### config.mk
export PLATFORM = sky130hd
export DESIGN_NAME = sscr_div
export DESIGN_NICKNAME = d
export VERILOG_FILES = /design/src/rtl/sscr_pkg.sv /design/src/rtl/sscr_div.sv
export SDC_FILE = /design/constraint.sdc
export NUM_CORES = 1
export LEC_CHECK = 0
export ABC_CLOCK_PERIOD_IN_PS = 3200
export CORE_MARGIN = 3
export CORE_UTILIZATION = 55
export CTS_BUF_LIST = sky130_fd_sc_hd__clkbuf_2
export DETAILED_ROUTE_END_ITERATION = 8
export DONT_BUFFER_PORTS = 1
export PLACE_DENSITY = 0.66
export SLEW_MARGIN = 25
export SYNTH_ARGS = -nofsm -noshare
export SYNTH_HDL_FRONTEND = slang
export SYNTH_SLANG_ARGS = --single-unit
export TNS_END_PERCENT = 50
### constraint.sdc
create_clock -name clk -period 3.2 [get_ports clk]
set_input_delay 0.16 -clock clk [delete_from_list [all_inputs] [get_ports clk]]
set_output_delay 0.16 -clock clk [all_outputs]
set_load 0.01 [all_outputs]
### src/rtl/sscr_pkg.sv
`default_nettype none
package sscr_pkg;

    // field widths
    localparam int SIZE_W  = 12;
    localparam int POS_W   = 16;
    localparam int SCALE_W = 10;
    localparam int SRC_W   = 24;
    localparam int SCR_W   = 12;

    // internal widths
    localparam int PROD_W  = 28;   // scale * offset, signed
    localparam int MAG_W   = PROD_W - 1;
    localparam int QD_W    = 20;   // |product| / 100
    localparam int EDGE_W  = 21;   // unclipped edge, signed
    localparam int NUM_W   = 26;   // 100 * clipped amount
    localparam int RP_W    = MAG_W + 28;

    // divide by 100: (x * RECIP100) >> RECIP_SHIFT, exact for x < 2**30
    localparam logic [27:0] RECIP100    = 28'd171798692;
    localparam int          RECIP_SHIFT = 34;

    localparam logic [NUM_W-1:0] HUNDRED = NUM_W'(100);

    // divider depth, one quotient bit per stage
    localparam int DIV_STAGES = NUM_W;

    // screen reset values
    localparam logic [SCR_W-1:0] SCREEN_W_RST = SCR_W'(640);
    localparam logic [SCR_W-1:0] SCREEN_H_RST = SCR_W'(480);

    // register indexes
    localparam logic REG_SCREEN_WIDTH  = 1'b0;
    localparam logic REG_SCREEN_HEIGHT = 1'b1;

    // per-item data carried alongside the dividers (index 0 = x, 1 = y)
    typedef struct packed {
        logic                       vis;
        logic [1:0]                 clip_lo;
        logic [1:0]                 clip_hi;
        logic [1:0][SCR_W-1:0]      dst_lo;
        logic [1:0][SCR_W-1:0]      dst_hi;
        logic [1:0][SIZE_W-1:0]     size;
    } side_t;

endpackage
`default_nettype wire

### src/rtl/sscr_div.sv
`default_nettype none
// Pipelined unsigned restoring divider, one quotient bit per stage.
module sscr_div
(
    input  wire logic                                clk,
    input  wire logic                                en,
    input  wire logic [sscr_pkg::NUM_W-1:0]          num,
    input  wire logic [sscr_pkg::SCALE_W-1:0]        den,
    output logic      [sscr_pkg::NUM_W-1:0]          quo
);

    localparam int N = sscr_pkg::DIV_STAGES;

    logic [sscr_pkg::NUM_W-1:0]   num_reg  [N];
    logic [sscr_pkg::SCALE_W-1:0] rem_reg  [N];
    logic [sscr_pkg::SCALE_W-1:0] den_reg  [N];
    logic [sscr_pkg::NUM_W-1:0]   num_next [N];
    logic [sscr_pkg::SCALE_W-1:0] rem_next [N];
    logic [sscr_pkg::SCALE_W-1:0] den_next [N];

    // each stage shifts in one numerator bit and trial-subtracts
    always_comb
    begin
        logic [sscr_pkg::NUM_W-1:0]   n;
        logic [sscr_pkg::SCALE_W-1:0] r;
        logic [sscr_pkg::SCALE_W-1:0] d;
        logic [sscr_pkg::SCALE_W:0]   t;
        logic                         ge;
        for (int k = 0; k < N; k++)
        begin
            if (k == 0)
            begin
                n = num;
                r = '0;
                d = den;
            end
            else
            begin
                n = num_reg[k-1];
                r = rem_reg[k-1];
                d = den_reg[k-1];
            end
            t  = {r, n[sscr_pkg::NUM_W-1]};
            ge = (t >= {1'b0, d});
            rem_next[k] = ge ? sscr_pkg::SCALE_W'(t - {1'b0, d})
                             : t[sscr_pkg::SCALE_W-1:0];
            num_next[k] = {n[sscr_pkg::NUM_W-2:0], ge};
            den_next[k] = d;
        end
    end

    always_ff @(posedge clk)
    begin
        if (en)
        begin
            for (int k = 0; k < N; k++)
            begin
                num_reg[k] <= num_next[k];
                rem_reg[k] <= rem_next[k];
                den_reg[k] <= den_next[k];
            end
        end
    end

    assign quo = num_reg[N-1];

endmodule
`default_nettype wire

# [Yosys cells after proc, flatten, opt, wreduce, memory -nomap -nowiden]
# Memory sizes are Yosys's and may differ from the RTL's.
# Cells that the tools add are included.
[classes] magnitude_cmp=26 muxes=28 add_sub_neg=26
[ops] op=">= comparator 11 x 10 -> 1 bit" n=25
[ops] op="two-way mux 10 bit" n=26
[ops] op="subtractor 10 bit" n=25
[ops] op=">= comparator 1 x 10 -> 1 bit" n=1
[ops] op="subtractor 1 x 10 -> 10 bit" n=1
[ops] op="two-way mux 1 bit" n=2
[word_totals] out_inout_bits=26 regBits=0 wordCells=83 ram_bits=1196 inputBits=38 n_memories=3
[mem_list] memory="num_reg" words=26 word_bits=26 read_ports=26 rd_ports_with_merged_regs=0 write_ports=26 line_no="sscr_div.sv:14" source="logic [sscr_pkg::NUM_W-1:0] num_reg [N];"
[mem_list] memory="den_reg" words=26 word_bits=10 read_ports=25 rd_ports_with_merged_regs=0 write_ports=26 line_no="sscr_div.sv:16" source="logic [sscr_pkg::SCALE_W-1:0] den_reg [N];"
[mem_list] memory="rem_reg" words=26 word_bits=10 read_ports=25 rd_ports_with_merged_regs=0 write_ports=26 line_no="sscr_div.sv:15" source="logic [sscr_pkg::SCALE_W-1:0] rem_reg [N];"

# [Depth between registers and ports, before layout]
[logic_depth] ltp_word=2 depth_mapped=10 ltp_nobuf=10

# [Least setup slack after synthesis]
# OpenSTA, ideal clock, no wires.
[synth_path] kind="register -> register" start="memory num_reg[0][415] (netlist bit)" end="memory rem_reg[1][8] (netlist bit), data pin" t_arrival_ns=2.069 path_stages_with_launch=11 period_less_slack_ns=2.329 required_ns=2.940 path_slack_ns=0.871 cell_sequence="edfxtp_1 > inv_1 > ha_1 > inv_1 > fa_1 > a21o_1 > a21oi_2 > nor2_1 > a2111oi_2 > xnor2_1 > mux2_4"
[synth_rtl] item="start: declaration" line_no="sscr_div.sv:14"
[synth_rtl] item="end: declaration" line_no="sscr_div.sv:15"

==> reports/metrics.csv <==
stage;metric;value;unit
timing;final-report setup violation count;1;
status;violations in the final reports;setup timing;
clock_tree;clk slew on worst S/H paths;130;ps
synth;Syn Nets;3470;
timing;Hold Vio Cnt, Final;0;
final_layout;fillers;6580;
setup_path;Stages on worst setup path;11;
setup_path;crit-path cells;dlygate4sd3_1, dlygate4sd3_1, dlygate4sd3_1, nor2_1, dlygate4sd3_1, nand2_1, or4_1, nand2_1, dlygate4sd3_1, o21ai_0, dlygate4sd3_1;
clock_tree;TritonCTS clock tree;built;
place;I/O Buffers;0;
global_routing;GRT Total Usage;17.2;%
setup_path;Worst Reg2Reg Path Length in Cells;8;
synth;cells taking the most area after synthesis;edfxtp_1 (71%), ha_1 (6.3%), mux2_2 (4.4%);
setup_path;CP required;4380;ps
place;DP Wirelength;48400;µm
worst_hold_path;Hold Path Class;in -> reg;
synth;Cells after Synth;3156;
timing;crit share post-route;105;%
synth;Mapped Area;49800;µm²
global_routing;first-pass GRT wire length;132000;µm
synth;Yosys reg bits;1176;
status;status;finished with violations;
timing;Relative slew margins;22.0;%
route;DRT iter0 DRCs;1601;
setup_path;crit-path leading delay family;buffers and inverters;
floorplan;# rows;109;
synth;Yosys top cell by area;edfxtp_1;
synth;synth unique cells;51;
synth;sequential element share of the synthesized area;70.9;%
final_layout;fin util;62.1;%
route;DRT Wirelength;80600;µm
synth;ys async rst share;0;%
clock_tree;CTS sink cnt;1176;
setup_path;FF-to-FF setup slack;390;ps
floorplan;Die ar.;94300;µm²
setup_path;crit path buf inv count;6;
floorplan;Vert. Die Dim;307;µm
final_layout;share of layout cells above drive strength 1;18.8;%
setup_path;Setup CP Type;in -> reg;
timing;Slew Viols, Final;0;
timing;Max Freq;297;MHz
final_layout;Nets;3890;
synth;Main synth FF type;edfxtp_1;
setup_path;CP peak stage delay;590;ps
setup_path;Worst setup SP type;primary input;
power_and_ir_drop;pwr dens;835;nW/µm²
global_routing;pin count of the biggest net entering global routing;1177;
floorplan;IO Count;64;
route;Routed Antenna Nets;0;
final_layout;fin area;55300;µm²
floorplan;CORE AREA;89100;µm²
global_routing;initial antenna violation count;2;
global_routing;vias in the first global route;27800;
setup_path;Reg-to-Reg End;rem_reg[1][1];
timing;Final Critical Period;3370;ps
power_and_ir_drop;worst vdd ir;0.442;mV
setup_path;Critical path destination;rem_reg[0][0];
synth;post-synth top area share;70.9;%
flow_run;MaxCap Viol Count;0;
setup_path;crit path from;den[8];
timing;worst setup margin;-168;ps
synth;Post-synth EDFFs;1176;
floorplan;chip width;307;µm
clock_tree;H-tree levels;5;
place;dpl cell area;51100;µm²
synth;Syn. warnings;0;
final_layout;area grow syn2layout;10.9;%
route;Via density;5.33;
power_and_ir_drop;static power due to leakage;21.7;nW
clock_tree;Max Buffers Root-to-Sink;4;
setup_path;Crit-path slowest cell;dlygate4sd3_1;
timing;setup TNS;-168;ps
clock_tree;clock root buffer;clkbuf_2;
clock_tree;total CTS buffers;313;
final_layout;max reg flops;676;
place;Placer Congestion;0.853;
setup_path;crit end category;flip-flop;
route;drt drc;0;
timing;WHS;49.3;ps
timing;Slew @ Worst Pin;1170;ps
setup_path;critical-path maximum fanout;5;
clock_tree;worst-skew pair later-pin latency;1480;ps
global_routing;total gr overflow;0;
setup_path;Reg-to-Reg Start;den_reg[0][152];
synth;syn avg cell area;15.8;µm²
timing;Fin Clk Skew;163;ps
timing;RSZ-0062 raised after global routing;no;
worst_hold_path;HP Start;en;
setup_path;most frequent CP cell;dlygate4sd3_1;
setup_path;CP arrival;4550;ps
route;vias;26300;
route;drt first pass iters;9;
route;WL/cell;16.3;µm
floorplan;Initial Util;56.0;%
-- final cells by class --
| type | instances | area (µm²) | share of cell area, % |
|---|---|---|---|
| diodes | 2 | 5.00 | 0.00905 |
| clock buffers | 432 | 2160 | 3.91 |
| clock inverters | 75 | 410 | 0.742 |
| inverters | 345 | 1290 | 2.34 |
| multi-input cells | 1589 | 12900 | 23.3 |
| flip-flops and latches | 1176 | 35300 | 63.9 |
| well taps | 1165 | 1460 | 2.64 |
| repair buffers | 151 | 1730 | 3.14 |
-- how the worst min path moves through the flow --
stage | cells after the start | to
after detailed placement | 0 | num_reg[0][2]
after global placement | 0 | num_reg[0][11]
final | 7 | den_reg[0][150]
after CTS | 0 | num_reg[0][57]
after floorplan | 0 | den_reg[0][0]
after global routing | 7 | den_reg[0][151]
-- stage by stage --
step	power, mW	std cells	setup slack (ps)
final	46.2	4935	-168
after floorplan	33.0	3156	871
after global placement	35.4	4291	532
after detailed placement	36.2	4291	436
after CTS	46.2	4917	257
after global routing	49.4	4935	19.9
-- routing by layer --
metal / wire length, µm / global-route usage (%)
met1: 34200 / 20.7
met2: 40000 / 28.6
met3: 4110 / 5.07
met4: 2270 / 8.14
met5: 0 / 0
-- worst register-to-register path, delay by kind of cell, from the launching register on --
family	cells	cell delay (ps)
DFF	1	480
muxes	1	400
adders and majority gates	1	370
buffers and inverters	1	90
AOI/OAI and AO/OA	5	1190
-- synth_stat cells, drive strengths merged, types with 10 or more instances --
| cell | count |
|---|---|
| buf | 45 |
| nand3b | 14 |
| xnor2 | 77 |
| xor2 | 63 |
| o21a | 55 |
| fa | 24 |
| o21ai | 101 |
| a21oi | 218 |
| nand2 | 123 |
| o31ai | 23 |
| o311ai | 21 |
| nor2 | 109 |
| a211o | 24 |
| a21o | 74 |
| o21bai | 24 |
| edfxtp | 1176 |
| inv | 345 |
| a211oi | 44 |
| nand2b | 23 |
| ha | 252 |
| mux2i | 23 |
| nor3 | 12 |
| mux2 | 206 |
| or3 | 16 |
| nand3 | 10 |
| a31oi | 14 |
-- logic make-up (layout without fill, tap and decap cells) --
family          count (synthesis)  after routing  synth area share, %
mux                           229            229                 5.19
compound gates                618            618                 7.93
fa+ha+maj                     276            276                 7.29
buf+inv                       391           1003                 3.28
other cells                     0              2                    0
xor+xnor                      140            140                 2.46
simple gates                  326            326                 2.99
flops                        1176           1176                 70.9
-- repair_timing --
item / in CTS / in global routing
hold buffers: 119 / 10
resized for setup: 0 / 0
endpoints found under the hold margin: 1222 / 565
setup buffers: 0 / 0
-- power breakdown --
group / total [mW] / internal, mW / switching (mW)
Sequential: 21.8 / 20.5 / 1.26
Clock: 9.60 / 3.93 / 5.67
Combinational: 14.8 / 7.15 / 7.65
-- placed cells by master, fill, tap and decap left out, types with 11 or more instances in the layout --
cell type / synthesis / routed
a211o_1: 24 / 24
a211oi_1: 44 / 44
a21o_1: 74 / 74
a21oi_1: 214 / 214
a31oi_1: 14 / 14
buf_16: 0 / 15
buf_4: 40 / 16
clkbuf_2: 0 / 432
clkinv_1: 0 / 53
dlygate4sd3_1: 0 / 120
edfxtp_1: 1176 / 1176
fa_1: 24 / 24
ha_1: 252 / 252
inv_1: 345 / 345
mux2_2: 196 / 196
mux2i_1: 23 / 23
nand2_1: 123 / 123
nand2b_1: 23 / 23
nand3b_1: 14 / 14
nor2_1: 104 / 104
nor3_1: 11 / 11
o21a_1: 55 / 55
o21ai_0: 100 / 100
o21bai_1: 24 / 24
o311ai_0: 21 / 21
o31ai_1: 21 / 18
or3_1: 16 / 16
xnor2_1: 77 / 77
xor2_1: 63 / 63
No activity file was read; power rests on OpenSTA's default activity.
